`src/sv/clsr_pkg.sv`:
```
package clsr_pkg;

   localparam int TABLE_SIZE   = 32;
   localparam int TABLE_AW     = $clog2(TABLE_SIZE);
   localparam int WARMUP_STEPS = 40;
   localparam int STEP_W       = $clog2(WARMUP_STEPS + 1);
   localparam int VAL_W        = 31;
   localparam int MULT_W       = 16;
   localparam int PROD_W       = VAL_W + MULT_W;
   localparam int FRAC_W       = 24;

   localparam logic [VAL_W-1:0]  M1         = 31'd2147483563;
   localparam logic [VAL_W-1:0]  M2         = 31'd2147483399;
   localparam logic [MULT_W-1:0] A1         = 16'd40014;
   localparam logic [MULT_W-1:0] A2         = 16'd40692;
   localparam logic [7:0]        FOLD1      = 8'd85;   // 2^31 mod M1
   localparam logic [7:0]        FOLD2      = 8'd249;  // 2^31 mod M2
   localparam logic [31:0]       WRAP_ADD   = 32'd2147483562;
   localparam logic [VAL_W-1:0]  RESET_GEN1 = 31'd1720212868;
   localparam logic [VAL_W-1:0]  RESET_GEN2 = 31'd1;
   localparam logic [FRAC_W-1:0] FRAC_MAX   = 24'd16777214;

   localparam logic REQ_GENERATE = 1'b0;
   localparam logic REQ_RESEED   = 1'b1;

   localparam logic [VAL_W-1:0] SEED_ONE_TABLE [TABLE_SIZE] = '{
      31'd1720212868, 31'd1392842846, 31'd1031324961, 31'd718590712,
      31'd82237802,   31'd1816996195, 31'd1529538438, 31'd1789446856,
      31'd156648835,  31'd52437849,   31'd1441478319, 31'd36906150,
      31'd1269685686, 31'd1644535938, 31'd394503142,  31'd310212663,
      31'd1596049480, 31'd7553450,    31'd322224693,  31'd445508654,
      31'd28884682,   31'd643161691,  31'd407948861,  31'd479214492,
      31'd2124954851, 31'd612891482,  31'd112933431,  31'd1814689225,
      31'd53445315,   31'd1904850491, 31'd1695805043, 31'd1860990862
   };

   typedef struct packed {
      logic gen_start;
      logic seed_start;
      logic mul_step;
      logic fold_gen;
      logic fold_seed;
      logic combine;
      logic load_out;
      logic out_seed;
   } cmd_type;

   typedef struct packed {
      logic last_step;
   } status_type;

endpackage

```
`src/sv/clsr_ctrl.sv`:
```
module clsr_ctrl
   import clsr_pkg::*;
(
   input  logic       clock,
   input  logic       reset,
   input  logic       req_tvalid,
   output logic       req_tready,
   input  logic       req_tuser,
   output logic       rsp_tvalid,
   input  logic       rsp_tready,
   output cmd_type    cmd,
   input  status_type status
);

   localparam logic [2:0] S_IDLE  = 3'd0;
   localparam logic [2:0] S_GFOLD = 3'd1;
   localparam logic [2:0] S_GCOMB = 3'd2;
   localparam logic [2:0] S_RMUL  = 3'd3;
   localparam logic [2:0] S_RFOLD = 3'd4;
   localparam logic [2:0] S_OUT   = 3'd5;

   logic [2:0] state_ff, state_in;
   logic       rsp_valid_ff, rsp_valid_in;
   logic       seed_mode_ff, seed_mode_in;
   logic       accept;

   assign req_tready = (state_ff == S_IDLE);
   assign accept     = req_tvalid && req_tready;
   assign rsp_tvalid = rsp_valid_ff;

   always_comb begin
      state_in     = state_ff;
      seed_mode_in = seed_mode_ff;
      rsp_valid_in = rsp_valid_ff && !rsp_tready;
      cmd          = '0;
      cmd.out_seed = seed_mode_ff;
      unique case (state_ff)
         S_IDLE: begin
            if (accept) begin
               if (req_tuser == REQ_RESEED) begin
                  cmd.seed_start = 1'b1;
                  seed_mode_in   = 1'b1;
                  state_in       = S_RMUL;
               end else begin
                  cmd.gen_start = 1'b1;
                  seed_mode_in  = 1'b0;
                  state_in      = S_GFOLD;
               end
            end
         end
         S_GFOLD: begin
            cmd.fold_gen = 1'b1;
            state_in     = S_GCOMB;
         end
         S_GCOMB: begin
            cmd.combine = 1'b1;
            state_in    = S_OUT;
         end
         S_RMUL: begin
            cmd.mul_step = 1'b1;
            state_in     = S_RFOLD;
         end
         S_RFOLD: begin
            cmd.fold_seed = 1'b1;
            state_in      = status.last_step ? S_OUT : S_RMUL;
         end
         S_OUT: begin
            if (!rsp_valid_ff || rsp_tready) begin
               cmd.load_out = 1'b1;
               rsp_valid_in = 1'b1;
               state_in     = S_IDLE;
            end
         end
         default: begin
            state_in = S_IDLE;
         end
      endcase
   end

   always_ff @(posedge clock) begin
      if (reset) begin
         state_ff     <= S_IDLE;
         rsp_valid_ff <= 1'b0;
         seed_mode_ff <= 1'b0;
      end else begin
         state_ff     <= state_in;
         rsp_valid_ff <= rsp_valid_in;
         seed_mode_ff <= seed_mode_in;
      end
   end

endmodule

```
`config.mk`:
```
export PLATFORM = sky130hd
export DESIGN_NAME = clsr_ctrl
export DESIGN_NICKNAME = d
export VERILOG_FILES = /design/src/sv/clsr_pkg.sv /design/src/sv/clsr_ctrl.sv
export SDC_FILE = /design/constraint.sdc
export NUM_CORES = 1
export LEC_CHECK = 0
export BUFFER_PORTS_ARGS = -buffer_cell sky130_fd_sc_hd__buf_4
export CAP_MARGIN = 20
export CORE_AREA = 2 2 39 41
export CTS_BUF_LIST = sky130_fd_sc_hd__clkbuf_8 sky130_fd_sc_hd__clkbuf_16
export DETAILED_ROUTE_END_ITERATION = 8
export DIE_AREA = 0 0 41 43
export PLACE_DENSITY = 0.5
export REMOVE_ABC_BUFFERS = 1
export SYNTH_ARGS = -nofsm -noshare
export SYNTH_HDL_FRONTEND = slang
export SYNTH_SLANG_ARGS = --single-unit
```
`constraint.sdc`:
```
create_clock -name clock -period 1.08 [get_ports clock]
set_clock_uncertainty 0.2 [all_clocks]
set_input_delay 0.216 -clock clock [delete_from_list [all_inputs] [get_ports clock]]
set_output_delay 0.216 -clock clock [all_outputs]
set_load 0.02 [all_outputs]
```
==> impl_metrics.ini, run 1 <==
[cells_and_area]
fillers = 139
drive_gt1_share_pct = 72.73
antenna_cells = 0
final_cells = 82
final_nets = 73
areaGrowthSynthToFinish_pct = 96.43
finalInstanceArea_um2 = 688.2

[synthesis]
synth_ff_type = dfxtp_1
post-synth-top-count-cell = dfxtp_1
synth_top_area_cell = dfxtp_1
synthCells = 36
yosysUniqueCellTypes = 24
synth_top_area_share_pct = 28.57
synth.ff_latch_count = 5
ys_top_cells_by_count = 5 x dfxtp_1, 4 x nand2b_1
synth_area_leaders = dfxtp_1 29%, nor4b_2 8.6%, nand2b_1 7.1%, buf_6 6.4%, a221oi_2 4.3%
async_flop_share_pct = 0
yosysWarnings = 0
synth-edff-count = 0
post_synth.cell_area_avg_um2 = 9.732
netlist_area_um2 = 350.3
ys_seq_area_share_pct = 28.57

[clocking]
numCtsBuffers = 3
htreeDepth = 1
root_buffer = clkbuf_8
insertion_delay_ps = 220
cts.sinks = 5
cts_tree = yes
clk_pin_slew_ps = 30
clk_path_buf_depth = 2

[setup_path]
cp-end-kind = primary output
critPathMaxStageDelay_ps = 340
cp-startpoint = state_ff[0]
cp_data_arrival_time_ps = 1170
reg2reg_from = state_ff[2]
cp_top_family = simple AND/OR/NAND/NOR gates
required_ps = 660
start_kind = flip-flop
critPathKind = reg -> out
crit_buf_inv = 1
crit_path_top_delay_cell = dfxtp_4
cp_max_fo = 3
crit_chain = nor4b_4 > nor2b_2 > buf_4

[pwr]
cellLeakagePower_nw = 0.3106
peakVddDrop_mv = 0.6916
power.density_mw_per_mm2 = 1324

[placement]
port_buffers = 15
place_hpwl_um = 598.5
dp_cells = 75
preCtsSetupSlack_ps = -343.8
placed_area_um2 = 535.5
gp_congestion = 0.6981

[global_routing]
gr-usage-met2_pct = 15.94
grt.busiest_layer = met1
grt_pass1_vias = 351
grt_use_met3_pct = 3.141
grt_util_met1_pct = 18.59
grt_usage_pct = 13.64
grt_max_degree = 10
grt_antenna_before_repair = 0
grt_pass1_wl_um = 1518
grt_overflow = 0

[routing]
totalWireLength_um = 912
initialDrtViolationCount = 0
drc = 0
wl_per_cell_um = 11.12
vias = 366
drtAntennaViolNets = 0
vias_per_cell = 4.463
dr.pass1.iters = 1

[run_status]
outcome = finished with violations
violations = setup timing

[worst_hold_path]
worstHoldStart = reset
hp-class = in -> reg

[sta]
post-route-period-util_pct = 146.8
max_freq_ghz = 0.6309
tightestPinTransition_ps = 223.4
hold_ws_ps = 3.256
finalSetupViolations = 14
period_minus_slack_ps = 1585
slew_headroom_pct = 85.04
grt_setup_unrepaired = yes
report.final.hold_viol_count = 0
finalMaxSlewViolations = 0
setup_ws_ps = -505.1

[floorplan]
die_w_um = 41
core_mm2 = 0.001384
placementRows = 14
dieArea_mm2 = 0.001763
die_y_um = 43
start_util_pct = 25.32
pin_count = 16

[flow_run]
cap_violations = 0
==> metal layers <==
layer / part of all wire [%] / vias up
met5: 0 / -
met4: 3.9 / 0
met3: 6.4 / 4
met2: 42 / 12
met1: 47 / 159
li1: - / 191
==> metrics by stage <==
stage,TNS [ps],power [W],util (%)
final,-4463,0.0009110,49.73
after floorplan,-2929,0.0003603,-
after CTS,-4503,0.0009007,48.19
after detailed placement,-2694,0.0004993,38.70
after global routing,-5156,0.0009610,49.73
after global placement,-2743,0.0004975,38.70
==> layout by cell type (no fill, tap or decap), drive strengths merged <==
| master | Yosys | layout |
|---|---|---|
| mux2i | 1 | 1 |
| nor3b | 1 | 1 |
| and2 | 1 | 1 |
| nor3 | 2 | 2 |
| a211oi | 1 | 1 |
| xnor2 | 1 | 1 |
| nand2b | 4 | 4 |
| or2b | 1 | 1 |
| nor2b | 1 | 1 |
| nor2 | 1 | 1 |
| dfxtp | 5 | 5 |
| and3 | 1 | 1 |
| nand3b | 2 | 2 |
| nor4b | 2 | 2 |
| a311oi | 1 | 1 |
| o21ai | 1 | 1 |
| a21oi | 1 | 1 |
| buf | 4 | 30 |
| inv | 1 | 2 |
| clkbuf | 0 | 3 |
| o21bai | 1 | 1 |
| and4b | 1 | 1 |
| a21o | 1 | 1 |
| a221oi | 1 | 1 |
==> worst reg2reg max path, stage by stage, from the launching register on <==
cell	delay (ps)
dfxtp_4	350
buf_6	110
or2b_1	220
buf_4	130
a311oi_2	250
==> final cells by class <==
cell class,instances,area [um2],share of cell area (%)
Sequential cell,5,113.9,16.55
Inverter,1,3.754,0.5455
Clock buffer,3,41.29,6.000
Clock inverter,1,3.754,0.5455
Timing Repair Buffer,30,259.0,37.64
Tap cell,16,20.02,2.909
Multi-Input combinational cell,26,246.5,35.82
==> registers in the layout (all words and copies together) (netlist names) <==
| signal | flops |
|---|---|
| seed_mode_ff | 1 |
| state_ff | 3 |
| rsp_tvalid | 1 |
==> report_power, final <==
group	total (W)	leakage (nW)	internal [W]	switching [W]
sequential	0.000225	0.0439	0.000205	0.0000202
combinational	0.000347	0.240	0.000196	0.000152
clock	0.000339	0.0269	0.000244	0.0000948
==> cell families after synthesis <==
group	after synthesis	synth area share, %
AOI/OAI and AO/OA	7	17.85
xor gates and xnor gates	1	2.500
buffers and inverters	5	11.78
DFF	5	28.57
muxes	1	2.857
and+or+nand+nor	17	36.43
==> timing repair <==
action / in CTS / in global routing
endpoints found under the setup margin: 15 / 15
resized for setup: 19 / 6
buffers inserted: 5 / 0
pin swaps: 4 / 4
hold endpoints to repair: 2 / 0
==> worst paths after layout <==
path	end	slack [ps]	cells past startpoint
min	state_ff[2]	3	2
max reg2reg	state_ff[2]	-280	4
min reg2reg	seed_mode_ff	280	2
max	cmd[7]	-510	3
Power figures use the tool's default switching activity.
==> inputs of run 2 (changes only) <==
--- a/config.mk
+++ b/config.mk
@@ -11,7 +11,7 @@
 export CTS_BUF_LIST = sky130_fd_sc_hd__clkbuf_8 sky130_fd_sc_hd__clkbuf_16
 export DETAILED_ROUTE_END_ITERATION = 8
 export DIE_AREA = 0 0 41 43
-export PLACE_DENSITY = 0.5
+export PLACE_DENSITY = 0.48
 export REMOVE_ABC_BUFFERS = 1
 export SYNTH_ARGS = -nofsm -noshare
 export SYNTH_HDL_FRONTEND = slang
==> constraint.sdc (replaced) <==
create_clock -name clock -period 1.5 [get_ports clock]
set_clock_uncertainty 0.2 [all_clocks]
set_input_delay 0.3 -clock clock [delete_from_list [all_inputs] [get_ports clock]]
set_output_delay 0.3 -clock clock [all_outputs]
set_load 0.02 [all_outputs]
==> impl_metrics.ini, run 2 (synthesized netlist as in run 1, its figures left out) <==
[pwr]
power.density_mw_per_mm2 = 928.7
peakVddDrop_mv = 0.6044
cellLeakagePower_nw = 0.3441

[cells_and_area]
drive_gt1_share_pct = 70.83
regMostFlops = state_ff
finalInstanceArea_um2 = 745.7
final_cell_mix = 23 x buf_4, 13 x buf_6, 4 x nand2b_1
layout_commonest_cell = buf_4
fillers = 128
areaGrowthSynthToFinish_pct = 112.9
antenna_cells = 0
multi_input_area_um2 = 244.0
largest_reg_flops = 3
fin_util_pct = 53.89
final_nets = 79
regArea_um2 = 111.4

[floorplan]
die_y_um = 43
die_w_um = 41
placementRows = 14
pin_count = 16
dieArea_mm2 = 0.001763
start_util_pct = 25.32
core_mm2 = 0.001384

[clocking]
cts_hold_buf = 0
insertion_delay_ps = 210
cts_tree = yes
numCtsBuffers = 3
clk_path_buf_depth = 2
clk_pin_slew_ps = 30
htreeDepth = 1
cts.sinks = 5
root_buffer = clkbuf_8

[sta]
grt_setup_unrepaired = yes
report.final.hold_viol_count = 0
period_minus_slack_ps = 1688
finalMaxSlewViolations = 0
hold_ws_ps = 112.3
setup_ws_ps = -188.4
slew_headroom_pct = 83.02
max_freq_ghz = 0.5923
finalSetupViolations = 8
tightestPinTransition_ps = 253.2
post-route-period-util_pct = 112.6

[flow_run]
cap_violations = 0

[global_routing]
grt_max_degree = 8
grt_pass1_wl_um = 1656
grt_usage_pct = 14.07
grt_antenna_before_repair = 0
grt_pass1_vias = 371
grt_overflow = 0

[setup_path]
cp_max_fo = 7
critPathKind = reg -> out
cp_data_arrival_time_ps = 1190
cp-end-kind = primary output
required_ps = 1000
ff2ff_setup_slack_ps = 0
start_kind = flip-flop

[routing]
totalWireLength_um = 1073
vias_per_cell = 4.591
dr.pass1.iters = 3
vias = 404
initialDrtViolationCount = 1
drtAntennaViolNets = 0
wl_per_cell_um = 12.19
drc = 0

[placement]
gp_congestion = 0.6944
place_hpwl_um = 618.1
port_buffers = 15
placed_area_um2 = 505.5

[worst_hold_path]
hp-class = in -> reg

[run_status]
outcome = finished with violations
violations = setup timing
[run 2: layout make-up]
class	count	area share [%]
Multi-Input combinational cell	26	32.72
Inverter	1	0.8389
Clock inverter	1	0.5034
Clock buffer	3	5.537
Tap cell	16	2.685
Timing Repair Buffer	36	42.79
Sequential cell	5	14.93
[run 2: through the flow]
step	instances	total power (W)	setup slack [ps]	TNS, ps
2_1_floorplan	32	0.0002594	-130.6	-355.4
3_3_place_gp	71	0.0003576	21.67	0
3_5_place_dp	71	0.0003553	34.01	0
4_1_cts	82	0.0006549	-174.1	-1019
5_1_grt	88	0.0007382	-240.4	-1566
6_report	88	0.0006925	-188.4	-1103
[run 2: critical path, cell delays in order, from the launching register on]
cell and delay [ps]:
dfxtp_4 340, buf_6 130, or2b_1 240, nor2_1 110
buf_4 150
[run 2: worst paths after layout]
path | start | end | depth (start not counted)
max | state_ff[2] | cmd[2] | 4
min | reset | state_ff[2] | 2
max reg2reg | state_ff[0] | state_ff[1] | 6
min reg2reg | seed_mode_ff | seed_mode_ff | 2
[run 2: report_power, final]
| part | internal (W) | switching (W) | total [W] |
|---|---|---|---|
| logic | 0.000177 | 0.000121 | 0.000298 |
| registers | 0.000147 | 0.0000160 | 0.000163 |
| clock network | 0.000175 | 0.0000573 | 0.000232 |
| total | 0.000498 | 0.000194 | 0.000693 |
[run 2: timing repair]
action	in CTS	in global routing
buffers inserted	7	6
gates resized for setup	18	8
pin swaps	2	4
setup endpoints to repair	8	8
cloned	0	0
[run 2: layer usage]
| layer | vias to the layer above | part of all wire, % | track usage, % | wire, um |
|---|---|---|---|---|
| li1 | 205 | - | - | - |
| met1 | 189 | 43 | 19.35 | 466 |
| met2 | 8 | 52 | 19.38 | 553 |
| met3 | 2 | 4.0 | 3.141 | 43 |
| met4 | 0 | 0.93 | 8.000 | 10 |
| met5 | - | 0 | 0 | 0 |
==> inputs of run 3 (changes only) <==
--- a/config.mk
+++ b/config.mk
@@ -6,7 +6,6 @@
 export NUM_CORES = 1
 export LEC_CHECK = 0
 export BUFFER_PORTS_ARGS = -buffer_cell sky130_fd_sc_hd__buf_4
-export CAP_MARGIN = 20
 export CORE_AREA = 2 2 39 41
 export CTS_BUF_LIST = sky130_fd_sc_hd__clkbuf_8 sky130_fd_sc_hd__clkbuf_16
 export DETAILED_ROUTE_END_ITERATION = 8
==> constraint.sdc (replaced) <==
create_clock -name clock -period 1.7 [get_ports clock]
set_clock_uncertainty 0.2 [all_clocks]
set_input_delay 0.34 -clock clock [delete_from_list [all_inputs] [get_ports clock]]
set_output_delay 0.34 -clock clock [all_outputs]
set_load 0.02 [all_outputs]
==> impl_metrics.ini, run 3 (synthesized netlist as in run 1, its figures left out) <==
[clocking]
cts_tree = yes
clk_path_buf_depth = 2
htreeDepth = 1
numCtsBuffers = 3
root_buffer = clkbuf_8
insertion_delay_ps = 230
clk_pin_slew_ps = 40
cts.sinks = 5

[pwr]
power.density_mw_per_mm2 = 951.0
cellLeakagePower_nw = 0.2611
p_total_w = 0.0005497
peakVddDrop_mv = 0.5273

[cells_and_area]
drive_gt1_share_pct = 60.34
finalInstanceArea_um2 = 578.1
final_cells = 74
areaGrowthSynthToFinish_pct = 65.00
regMostFlops = state_ff
layout_commonest_cell = buf_4
largest_reg_flops = 3
final_cell_mix = 20 x buf_4, 4 x nand2b_1, 3 x clkbuf_8
final_nets = 65
antenna_cells = 0

[worst_hold_path]
worstHoldStart = reset
holdPathStages = 2
hp-class = in -> reg
min_to = state_ff[2]

[routing]
initialDrtViolationCount = 4
vias = 350
wl_per_cell_um = 12.27
drc = 0
drtAntennaViolNets = 0
totalWireLength_um = 908
dr.pass1.iters = 2
vias_per_cell = 4.730

[sta]
hold_ws_ps = 122.2
post-route-period-util_pct = 103.2
max_freq_ghz = 0.5700
period_minus_slack_ps = 1754
tightestPinTransition_ps = 249.0
setup_ws_ps = -54.47
finalMaxSlewViolations = 0
grt_setup_unrepaired = yes
finalSetupViolations = 2
report.final.hold_viol_count = 0
slew_headroom_pct = 83.30

[setup_path]
crit_path_top_delay_cell = dfxtp_4
cp_data_arrival_time_ps = 1210
required_ps = 1160
r2r_end = seed_mode_ff
reg2reg_from = state_ff[2]
critPathKind = reg -> out
crit_chain = nor4b_4 > nor2b_1 > buf_4
cp-end-kind = primary output
ff2ff_setup_slack_ps = 340
start_kind = flip-flop
cp-startpoint = state_ff[2]
rr_worst_depth = 4
cp_max_fo = 6
critPathMaxStageDelay_ps = 360

[floorplan]
start_util_pct = 25.32
core_mm2 = 0.001384
placementRows = 14
die_w_um = 41
die_y_um = 43
pin_count = 16
dieArea_mm2 = 0.001763

[global_routing]
grt_util_met1_pct = 15.76
grt_max_degree = 10
grt_usage_pct = 12.45
grt.busiest_layer = met2
grt_pass1_vias = 331
gr-usage-met2_pct = 15.94
grt_pass1_wl_um = 1400
grt_antenna_before_repair = 0
grt_overflow = 0
grt_use_met3_pct = 6.283

[placement]
gp_congestion = 0.6724
port_buffers = 15
dp_cells = 68
preCtsSetupSlack_ps = 114.9
place_hpwl_um = 590.1
placed_area_um2 = 483.0

[run_status]
outcome = finished with violations
violations = setup timing

[flow_run]
cap_violations = 0
==> run 3: area by class of cell <==
| cell class | count | area [um2] |
|---|---|---|
| flip-flops and latches | 5 | 108.9 |
| clock inverters | 1 | 3.754 |
| clock buffers | 3 | 41.29 |
| well taps | 16 | 20.02 |
| fillers | 147 | 805.8 |
| repair buffers | 22 | 172.7 |
| multi-input cells | 26 | 227.7 |
| inverters | 1 | 3.754 |
==> run 3: how the worst max path moves through the flow <==
stage               slack [ps]  depth (start not counted)     end
CTS                        -50                          3  cmd[7]
global placement           150                          3  cmd[7]
detailed placement         110                          3  cmd[7]
finish                     -50                          3  cmd[7]
global route               -90                          3  cmd[7]
floorplan                   30                          2  cmd[7]
==> run 3: worst max-delay path, delay by kind of cell (launching register included) <==
family	cells	cell delay [ps]
flip-flops	1	360
AND/OR/NAND/NOR	2	470
buffers and inverters	1	140
==> run 3: metrics by stage <==
stage	utilization, %	TNS [ps]
CTS	39.78	-81.01
global placement	34.90	0
floorplan	-	0
global route	41.77	-182.2
finish	41.77	-98.43
detailed placement	34.90	0
==> run 3: repair_timing <==
action                                  in CTS  in global routing
hold buffers                                 0                  0
endpoints found under the setup margin       5                  5
gates resized for setup                      5                  5
buffers inserted                             1                  1
pin swaps                                    1                  1
==> run 3: power by group <==
part | internal, W | total [W] | switching, W
sequential | 0.000129 | 0.000149 | 0.0000191
combinational | 0.0000952 | 0.000176 | 0.0000803
clock | 0.000156 | 0.000226 | 0.0000699
total | 0.000380 | 0.000550 | 0.000169
==> run 3: per-layer routing <==
| metal | vias to the layer above | wire, um |
|---|---|---|
| li1 | 175 | - |
| met4 | 0 | 21 |
| met2 | 11 | 419 |
| met3 | 4 | 69 |
| met1 | 160 | 398 |
| met5 | - | 0 |
